===== src/sv/fsr_pkg.sv =====
// ----------------------------------------------------------------------------
// Fresnel reflectance package
// Shared widths, constants, stage structures and the Q1.15 rounding multiply.
// ----------------------------------------------------------------------------
`default_nettype none
package fsr_pkg;

   localparam int DIV_STAGES = 16;
   localparam int POW_STAGES = 5;
   localparam int TP_DELAY   = DIV_STAGES - POW_STAGES;
   localparam int NUM_W      = 48;
   localparam int DEN_W      = 33;

   localparam logic [15:0] ONE_Q12 = 16'd4096;
   localparam logic [15:0] ONE_Q15 = 16'd32768;
   localparam logic [15:0] HALF_Q15 = 16'd16384;

   typedef struct packed {
      logic             vld;
      logic [15:0]      c;
      logic [15:0]      ni;
      logic [15:0]      nt;
      logic [NUM_W-1:0] num;
      logic [DEN_W-1:0] den;
   } front_type;

   typedef struct packed {
      logic        vld;
      logic        tir;
      logic [15:0] p;
   } back_type;

   function automatic logic [15:0] mul_q15(input logic [15:0] a, input logic [15:0] b);
      logic [31:0] prod;
      prod = ({16'd0, a} * {16'd0, b}) + {16'd0, HALF_Q15};
      return prod[30:15];
   endfunction

endpackage
`default_nettype wire


===== src/sv/fsr_div.sv =====
// ----------------------------------------------------------------------------
// Fresnel R0 divider
// Restoring divider with one quotient bit per pipeline stage.
// ----------------------------------------------------------------------------
`default_nettype none
module fsr_div (
   input  wire logic                       clock,
   input  wire logic                       reset,
   input  wire logic                       in_vld,
   input  wire logic [fsr_pkg::NUM_W-1:0]  num,
   input  wire logic [fsr_pkg::DEN_W-1:0]  den,
   output logic                            out_vld,
   output logic [15:0]                     quo
);

   localparam int DS = fsr_pkg::DIV_STAGES;
   localparam int NW = fsr_pkg::NUM_W;
   localparam int DW = fsr_pkg::DEN_W;

   logic          vld_ff [DS];
   logic [NW-1:0] rem_ff [DS];
   logic [NW-1:0] rem_in [DS];
   logic [DW-1:0] den_ff [DS];
   logic [DW-1:0] den_in [DS];
   logic [15:0]   quo_ff [DS];
   logic [15:0]   quo_in [DS];

   always_comb begin
      logic [NW-1:0] rsrc;
      logic [NW-1:0] sh;
      logic [15:0]   qsrc;
      for (int i = 0; i < DS; i++) begin
         rsrc = (i == 0) ? num : rem_ff[(i == 0) ? 0 : i - 1];
         den_in[i] = (i == 0) ? den : den_ff[(i == 0) ? 0 : i - 1];
         qsrc = (i == 0) ? 16'd0 : quo_ff[(i == 0) ? 0 : i - 1];
         sh = {{(NW - DW){1'b0}}, den_in[i]} << (DS - 1 - i);
         if (rsrc >= sh) begin
            rem_in[i] = rsrc - sh;
            quo_in[i] = {qsrc[14:0], 1'b1};
         end else begin
            rem_in[i] = rsrc;
            quo_in[i] = {qsrc[14:0], 1'b0};
         end
      end
   end

   always_ff @(posedge clock) begin
      for (int i = 0; i < DS; i++) begin
         if (reset) begin
            vld_ff[i] <= 1'b0;
         end else begin
            vld_ff[i] <= (i == 0) ? in_vld : vld_ff[(i == 0) ? 0 : i - 1];
         end
         rem_ff[i] <= rem_in[i];
         den_ff[i] <= den_in[i];
         quo_ff[i] <= quo_in[i];
      end
   end

   assign out_vld = vld_ff[DS-1];
   assign quo     = quo_ff[DS-1];

endmodule
`default_nettype wire


===== config.mk =====
export PLATFORM = sky130hd
export DESIGN_NAME = fsr_div
export DESIGN_NICKNAME = d
export VERILOG_FILES = /design/src/sv/fsr_pkg.sv /design/src/sv/fsr_div.sv
export SDC_FILE = /design/constraint.sdc
export NUM_CORES = 2
export LEC_CHECK = 0
export BUFFER_PORTS_ARGS = -buffer_cell sky130_fd_sc_hd__buf_2
export CORE_UTILIZATION = 40
export CTS_CLUSTER_DIAMETER = 80
export CTS_CLUSTER_SIZE = 28
export DETAILED_ROUTE_END_ITERATION = 7
export SLEW_MARGIN = 30
export SYNTH_ARGS = -nofsm -noshare
export SYNTH_HDL_FRONTEND = slang
export SYNTH_SLANG_ARGS = --single-unit

===== constraint.sdc =====
create_clock -name clock -period 4.75 [get_ports clock]
set_input_delay 0 -clock clock [delete_from_list [all_inputs] [get_ports clock]]
set_output_delay 0 -clock clock [all_outputs]
set_load 0.02 [all_outputs]

==> out/results.ini <==
[timing]
hold_viol=0
finalSetupTns_ns=0
finalSetupViolations=0
period_share=0.876
fmax_ghz=0.240
worstMarginPinSlew_ns=1.04
fin_hold_ws_ns=0.0660
drv_slew=0
layout_setup_ws_ns=0.589
rsz0062_at_grt=no
skew_ns=0.0356
fin_crit_ns=4.16
slew_headroom=0.295

[power]
netSwitchingPower_mw=19.1
p_int_mw=28.8
ir_drop_mv=0.335
finalPower_mw=47.9
p_leak_nw=31.9
p_sw_frac=0.399
combinationalPowerShare=0.482
pwr-share-clk=0.170
pwr-share-seq=0.349
p_per_area_mw_per_mm2=677

[clocking]
cts_tree=built
cts.sinks=1367
path_clk_slew_ns=0.09
ctsRootBufferMaster=clkbuf_16
cts-htree-levels=3
clock_latency_ns=0.72
cts_made_buffers=78
post_cts.repair.setup_buffers=0
clockBufferDepth=3

[yosys]
avgSynthCellArea_um2=9.01
synth_nets=7688
synth_top_cell_by_area=dfxtp_1
yosys-top-cells-area=dfxtp_1 43%, ha_1 10%, a21oi_1 5.1%
synth_cell_types=86
syn_inst=7061
synth-seq-cells=1367
synth_edf_count=0
synth_ff_type=dfxtp_1
ys_seq_area_frac=0.430
synthDominantCellAreaShare=0.430
syn_area_mm2=0.0636
async_flop_share=0
ys_warn_count=0

[routing]
wl_um=143000
drtIter0Drc=2335
routedWlPerCell_um=15.3
via_per_inst=5.06
num_vias=47200
ant_nets=0
firstDrtPassIters=5
drcViolationCount=0

[cells_and_area]
num_antenna_cells=0
stdcell_count=9343
final_layout_size_suffix_gt1_frac=0.0619
final_nets=7836
final_cell_area_mm2=0.0707
final_common_cell=dfxtp_1
layout_common_cells=1367 x dfxtp_1, 684 x inv_1, 645 x a21oi_1
postLayoutCoreUtil=0.447
area_delta_synth_final_pct=11.2

[worst_hold_path]
hp-start=num[21]
hold_class=in -> reg

[placement]
hpwl_um=114000
port-buffer-count=100
post-place-ws_ns=0.626
place_area_mm2=0.0663
gp_congestion=0.928
post-place-cells=9059

[floorplan]
boundaryPins=101
fp.dieH_um=401
coreArea_mm2=0.158
die_x_um=401
num_rows=146
start_util=0.402
dieArea_mm2=0.161

[setup_path]
required_ns=5.37
worstReg2RegStart=rem_ff[0][249]$_DFF_P_
crit_start=num[17]
crit_path_start_kind=primary input
cp-end-kind=register
worstSetupPathType=in -> reg
cp_max_fo=23
arrival_ns=4.78

[status]
status=finished clean

[grt]
grt_pass1_vias=47800
grt_pass1_wl_um=234000
grt_remaining_overflow=0
antenna_found_initial=0
grt_usage=0.175
grt_max_degree=69

[flow_run]
cap_violations=0

## critical path, cell delays in order
cell,delay [ns]
dlygate4sd3_1,0.53
buf_2,0.14
ha_1,0.36
a21o_1,0.20
a21o_1,0.18
a211oi_2,0.33
o21ai_1,0.20
a221o_1,0.38
a21oi_2,0.20
a21oi_1,0.10
nor3_1,0.40
o41ai_1,0.19
o221ai_4,0.32
buf_4,0.35
mux2_2,0.36
dlygate4sd3_1,0.55
## synth_stat cells, types with 46 or more instances
cell type and instances:
dfxtp_1 1367, inv_1 684, a21oi_1 647, nand2_1 529
ha_1 528, o21ai_0 485, nor2_1 408, xnor2_1 333
a21o_1 316, xor2_1 207, clkbuf_1 152, nand3_1 116
mux2_2 112, nor2b_1 91, nand2b_1 88, nand4_1 88
nor3_1 87, o21bai_1 76, a31oi_1 68, and3_1 60
o21a_1 46
## kinds of logic after synthesis
logic type,Yosys count,share of synthesized area
AO/OA/AOI/OAI,1920,0.185
AND/OR/NAND/NOR,1673,0.127
flip-flops,1367,0.430
buffers and inverters,896,0.0545
adder cells (fa/ha/maj),543,0.109
XOR/XNOR,540,0.0743
multiplexers,122,0.0214
## sequential cells by signal (all words and copies together) (netlist names)
signal  cells
quo_ff    136
rem_ff    720
den_ff    495
vld_ff     16
## power groups by stage
stage	combinational (mW)	sequential (mW)	clock, mW
3_3_place_gp	22.5	17.0	0
3_5_place_dp	22.8	17.0	0
5_1_grt	25.8	17.1	8.92
4_1_cts	23.0	16.7	8.49
6_report	23.1	16.7	8.12
2_1_floorplan	18.0	16.3	0
## layout make-up
class	count	area, um2
Clock inverter	59	962
Sequential cell	1367	27400
Multi-Input combinational cell	4798	32900
Inverter	686	2580
Clock buffer	83	2010
Tap cell	2072	2590
Fill cell	15200	87500
Timing Repair Buffer	278	2290
## repair_timing
item                                    4_1_cts  5_1_grt
endpoints found under the setup margin        0        8
hold endpoints to repair                     97        0
gates resized for setup                       0        1
hold buffers                                142        0
## worst paths after layout
path	slack, ns	cells past startpoint	endpoint
max reg2reg	0.68	15	rem_ff[0][331]$_DFF_P_
max	0.59	16	rem_ff[0][20]$_DFF_P_
min	0.07	3	rem_ff[0][21]$_DFF_P_
min reg2reg	0.31	0	quo_ff[0][119]$_DFF_P_
## routing by layer
metal | wire length, um | GRT usage
met2 | 72600 | 0.331
met4 | 7950 | 0.0987
met5 | 0 | 0
met1 | 59400 | 0.188
met3 | 3420 | 0.0169
(Power assumes the default switching activity.)
