===== src/sv/fsr_pkg.sv =====
// ----------------------------------------------------------------------------
// Fresnel reflectance package
// Shared widths, constants, stage structures and the Q1.15 rounding multiply.
// ----------------------------------------------------------------------------
`default_nettype none
package fsr_pkg;

   localparam int DIV_STAGES = 16;
   localparam int POW_STAGES = 5;
   localparam int TP_DELAY   = DIV_STAGES - POW_STAGES;
   localparam int NUM_W      = 48;
   localparam int DEN_W      = 33;

   localparam logic [15:0] ONE_Q12 = 16'd4096;
   localparam logic [15:0] ONE_Q15 = 16'd32768;
   localparam logic [15:0] HALF_Q15 = 16'd16384;

   typedef struct packed {
      logic             vld;
      logic [15:0]      c;
      logic [15:0]      ni;
      logic [15:0]      nt;
      logic [NUM_W-1:0] num;
      logic [DEN_W-1:0] den;
   } front_type;

   typedef struct packed {
      logic        vld;
      logic        tir;
      logic [15:0] p;
   } back_type;

   function automatic logic [15:0] mul_q15(input logic [15:0] a, input logic [15:0] b);
      logic [31:0] prod;
      prod = ({16'd0, a} * {16'd0, b}) + {16'd0, HALF_Q15};
      return prod[30:15];
   endfunction

endpackage
`default_nettype wire


===== src/sv/fsr_front.sv =====
// ----------------------------------------------------------------------------
// Fresnel front end
// Dot product, cosine extraction, index selection and R0 operand setup.
// ----------------------------------------------------------------------------
`default_nettype none
module fsr_front (
   input  wire logic               clock,
   input  wire logic               reset,
   input  wire logic               in_vld,
   input  wire logic signed [15:0] incident_x,
   input  wire logic signed [15:0] incident_y,
   input  wire logic signed [15:0] incident_z,
   input  wire logic signed [15:0] normal_x,
   input  wire logic signed [15:0] normal_y,
   input  wire logic signed [15:0] normal_z,
   input  wire logic        [15:0] refr_index,
   output fsr_pkg::front_type      front
);

   logic               v1_ff, v2_ff, v3_ff;
   logic signed [31:0] px_ff, py_ff, pz_ff;
   logic [15:0]        idx1_ff, idx2_ff, diff1_ff;
   logic [16:0]        sum1_ff;
   logic signed [33:0] d_ff;
   logic [31:0]        diff2_ff;
   logic [32:0]        sum2_ff;
   fsr_pkg::front_type f_ff, f_in;

   logic [33:0] mag;
   logic [20:0] cq;
   logic        pos;

   always_comb begin
      pos  = !d_ff[33] && (d_ff != 34'sd0);
      mag  = d_ff[33] ? 34'(-d_ff) : 34'(d_ff);
      cq   = mag[33:13];
      f_in.vld = v2_ff;
      f_in.c   = (cq > 21'(fsr_pkg::ONE_Q15)) ? fsr_pkg::ONE_Q15 : cq[15:0];
      f_in.ni  = pos ? idx2_ff : fsr_pkg::ONE_Q12;
      f_in.nt  = pos ? fsr_pkg::ONE_Q12 : idx2_ff;
      f_in.num = {1'b0, diff2_ff, 15'd0} + {16'd0, sum2_ff[32:1]};
      f_in.den = sum2_ff;
   end

   always_ff @(posedge clock) begin
      if (reset) begin
         v1_ff <= 1'b0;
         v2_ff <= 1'b0;
         v3_ff <= 1'b0;
      end else begin
         v1_ff <= in_vld;
         v2_ff <= v1_ff;
         v3_ff <= v2_ff;
      end
      px_ff    <= normal_x * incident_x;
      py_ff    <= normal_y * incident_y;
      pz_ff    <= normal_z * incident_z;
      idx1_ff  <= refr_index;
      diff1_ff <= (refr_index > fsr_pkg::ONE_Q12) ? refr_index - fsr_pkg::ONE_Q12
                                                  : fsr_pkg::ONE_Q12 - refr_index;
      sum1_ff  <= {1'b0, refr_index} + {1'b0, fsr_pkg::ONE_Q12};
      d_ff     <= 34'(px_ff) + 34'(py_ff) + 34'(pz_ff);
      idx2_ff  <= idx1_ff;
      diff2_ff <= {16'd0, diff1_ff} * {16'd0, diff1_ff};
      sum2_ff  <= 33'({17'd0, sum1_ff} * {17'd0, sum1_ff});
      f_ff     <= f_in;
   end

   always_comb begin
      front     = f_ff;
      front.vld = v3_ff;
   end

endmodule
`default_nettype wire


===== config.mk =====
export PLATFORM = sky130hd
export DESIGN_NAME = fsr_front
export DESIGN_NICKNAME = d
export VERILOG_FILES = /design/src/sv/fsr_pkg.sv /design/src/sv/fsr_front.sv
export SDC_FILE = /design/constraint.sdc
export NUM_CORES = 2
export LEC_CHECK = 0
export ABC_CLOCK_PERIOD_IN_PS = 6100
export BUFFER_PORTS_ARGS = -buffer_cell sky130_fd_sc_hd__buf_2
export CAP_MARGIN = 20
export CORE_MARGIN = 4
export CORE_UTILIZATION = 31
export DETAILED_ROUTE_END_ITERATION = 10
export PLACE_DENSITY = 0.44
export SYNTH_ARGS = -nofsm -noshare
export SYNTH_HDL_FRONTEND = slang
export SYNTH_SLANG_ARGS = --single-unit

===== constraint.sdc =====
create_clock -name clock -period 6.1 [get_ports clock]
set_input_delay 0.61 -clock clock [delete_from_list [all_inputs] [get_ports clock]]
set_output_delay 0.61 -clock clock [all_outputs]
set_load 0.01 [all_outputs]

==> out/results.ini <==
[timing]
setup_ws_ns = 0.234
fin_worst_skew_ns = 0.0322
report.final.slew_viol_count = 0
worstMarginPinSlew_ns = 0.811
finalHoldViolCount = 0
period_share_pct = 96.2
setup_viol = 0
slew_headroom_pct = 45.3
whs_ns = 0.161
min_period_ns = 5.87
max_freq_ghz = 0.170

[status]
status = completed

[critical_path]
crit_buf_inv = 8
crit_type = reg2reg
path_cells = buf_12, and2_1, fa_1, inv_1, fa_1, fa_1, inv_1, fa_2, fa_1, inv_1, fa_1, inv_1, ha_4, and4_4, a311oi_4, buf_4, o41ai_2, buf_4, a21oi_2, o21ai_1, o21ai_1, xnor2_1, buf_4
arrival_ns = 6.40
worst_path_most_repeated_cell = fa_1
worstPathMaxFanout = 5
worst-r2r-setup-slack_ns = 0.23
worst_r2r_path_depth = 23
r2r_start = sum1_ff[10]
cp_slowest_cell = fa_1
cp_top_family = adder cells
rr_endpoint = sum2_ff[30]
cp-start-kind = flop
endpoint_kind = flop
max_stage_delay_ns = 0.55
crit_required_ns = 6.63

[yosys]
ys_seq_elements = 359
synth_flop_cell = dfxtp_1
synth_cell_type_count = 79
synth-edff-count = 0
ys_warn_count = 0
syn_area_sq_um = 56100
seq_area_frac_synth_pct = 12.8
synth_cells = 5876
synth_area_leader_cell = fa_1
synth_top_area_share_pct = 41.9
async_flop_share_pct = 0
synth_area_leaders = fa_1, dfxtp_1, ha_1
syn_avg_cell_area_sq_um = 9.54

[route]
routedWlPerCell_um = 15.8
ant_nets = 0
routed_wl_um = 142000
via_per_inst = 4.41
dr.pass1.iters = 5
vias = 39700
drc = 0
drt_iter0_drc = 1428

[clock_tree]
cts_tree = done
htreeDepth = 2
cts_buffers = 48
cts-hold-fix-buffers = 0
clockBufferDepth = 3
clkLatencyLatePin_ns = 0.64
clk_pin_slew_ns = 0.06
root_buffer = clkbuf_16
cts_sinks = 359

[grt]
grt_usage_pct = 15.9
grt.met3_usage_pct = 1.49
grt_pass1_wl_um = 237000
grt_remaining_overflow = 0
grt_pass1_vias = 44300
use_met2_pct = 29.5
grt_antenna_before_repair = 17
use_met1_pct = 19.4
grt.busiest_layer = met2
grt_max_degree = 33

[place]
pre_cts_ws_ns = -0.316
post_dp_cell_area_sq_um = 64300
place_congestion = 0.840
portBuffers = 242
dp_hpwl_um = 126000

[die]
die_x_um = 433
die_h_um = 433
initial_core_util_pct = 31.3
core.rowCount = 155
coreArea_sq_um = 179000
io_pins = 245
die-area_sq_um = 188000

[worst_hold_path]
worst_hold_path.endpoint = v2_ff
min-delay-start = reset
hp-class = in2reg
holdPathStages = 2

[final_layout]
fin_util_pct = 37.0
finish.net_count = 8386
final_area_sq_um = 66300
syn2layout_area_growth_pct = 18.2
n_fill_cell = 18600
final_layout_size_suffix_gt1_share_pct = 15.5

[flow_run]
maxCapViolCount = 0

Yosys cell counts (25+ instances only):
library cell	count
inv_1	1385
fa_1	1173
nand2_1	572
ha_1	501
and2_1	496
dfxtp_1	359
xnor2_1	181
nor2_1	179
a21oi_1	166
clkbuf_1	149
o21ai_0	87
a21o_1	83
xor2_1	82
nor3_1	44
nand2b_1	43
nand3_1	35
nor2b_1	32
o21bai_1	28
and3_1	25
o21a_1	25
registers in the layout, summed over array words and instances, names as in the netlist:
name and flops:
d_ff 34, diff1_ff 15, diff2_ff 30, front 113
idx1_ff 4, idx2_ff 15, px_ff 32, py_ff 32
pz_ff 32, sum1_ff 17, sum2_ff 32, v1_ff 1
v2_ff 1, v3_ff 1
worst max-delay path by stage:
stage | start | endpoint | slack, ns | cells past startpoint
floorplan | normal_z[15] | pz_ff[30] | 0.01 | 20
global placement | incident_x[1] | px_ff[31] | -0.34 | 22
detailed placement | incident_x[1] | px_ff[31] | -0.32 | 22
CTS | sum1_ff[10] | sum2_ff[30] | 0.009 | 23
global route | diff1_ff[3] | diff2_ff[31] | -0.02 | 26
finish | sum1_ff[10] | sum2_ff[30] | 0.23 | 23
stage by stage:
step                instances  setup TNS (ns)
global placement         8897           -5.02
finish                   9000               0
global route             8994         -0.0230
detailed placement       8897           -5.50
floorplan                5877               0
CTS                      8986               0
cell usage in the layout (no fill, tap or decap), types with 10 or more instances in the layout:
master and count:
dfxtp_1 341, and3_1 25, nand2b_1 43, buf_12 22
fa_1 1164, o21ai_0 81, o21a_1 25, inv_6 10
clkbuf_16 49, a211oi_1 14, a21o_1 83, buf_4 574
o21bai_1 28, and2_1 492, xnor2_1 181, nand4_1 16
a31oi_1 10, nand3_1 33, nor3_1 44, o211ai_1 15
inv_1 1383, nand2_1 568, ha_1 495, buf_2 242
nor2b_1 32, diode_2 10, dfxtp_2 15, a21oi_2 10
nor2_1 177, xor2_1 82, nor4_1 10, a21oi_1 155
per-layer routing:
metal  wire length [um]  vias to the layer above  part of all wire, %
li1                   -                    19100                    -
met1              59400                    19900                   42
met2              74500                      511                   52
met3               4070                      181                  2.9
met4               4340                        0                  3.0
met5                  0                        -                    0
kinds of logic (layout without fill, tap and decap cells):
logic type | Yosys count | count (layout) | share of synthesized area [%]
compound gates | 511 | 511 | 5.88
xor+xnor | 263 | 263 | 4.11
fa+ha+maj | 1674 | 1674 | 53.1
buf+inv | 1557 | 2315 | 10.6
flops | 359 | 359 | 12.8
mux | 7 | 7 | 0.132
other cells | 1 | 12 | 0.00669
simple gates | 1504 | 1504 | 13.4
layout make-up:
| class | instances | area (sq um) | share of cell area [%] |
|---|---|---|---|
| Timing Repair Buffer | 841 | 5990 | 9.05 |
| Clock inverter | 29 | 340 | 0.514 |
| Sequential cell | 359 | 7220 | 10.9 |
| Multi-Input combinational cell | 3961 | 43200 | 65.2 |
| Clock buffer | 59 | 1340 | 2.03 |
| Antenna cell | 10 | 25.0 | 0.0378 |
| Tap cell | 2355 | 2950 | 4.45 |
| Inverter | 1386 | 5200 | 7.85 |
timing repair:
item,in CTS,in global routing
pin swaps,2,23
endpoints found under the setup margin,8,23
gates resized for setup,12,67
setup buffers,1,4
Power is not shown: default switching activity piles up to over one toggle a cycle in this logic, so the estimate is an artifact.
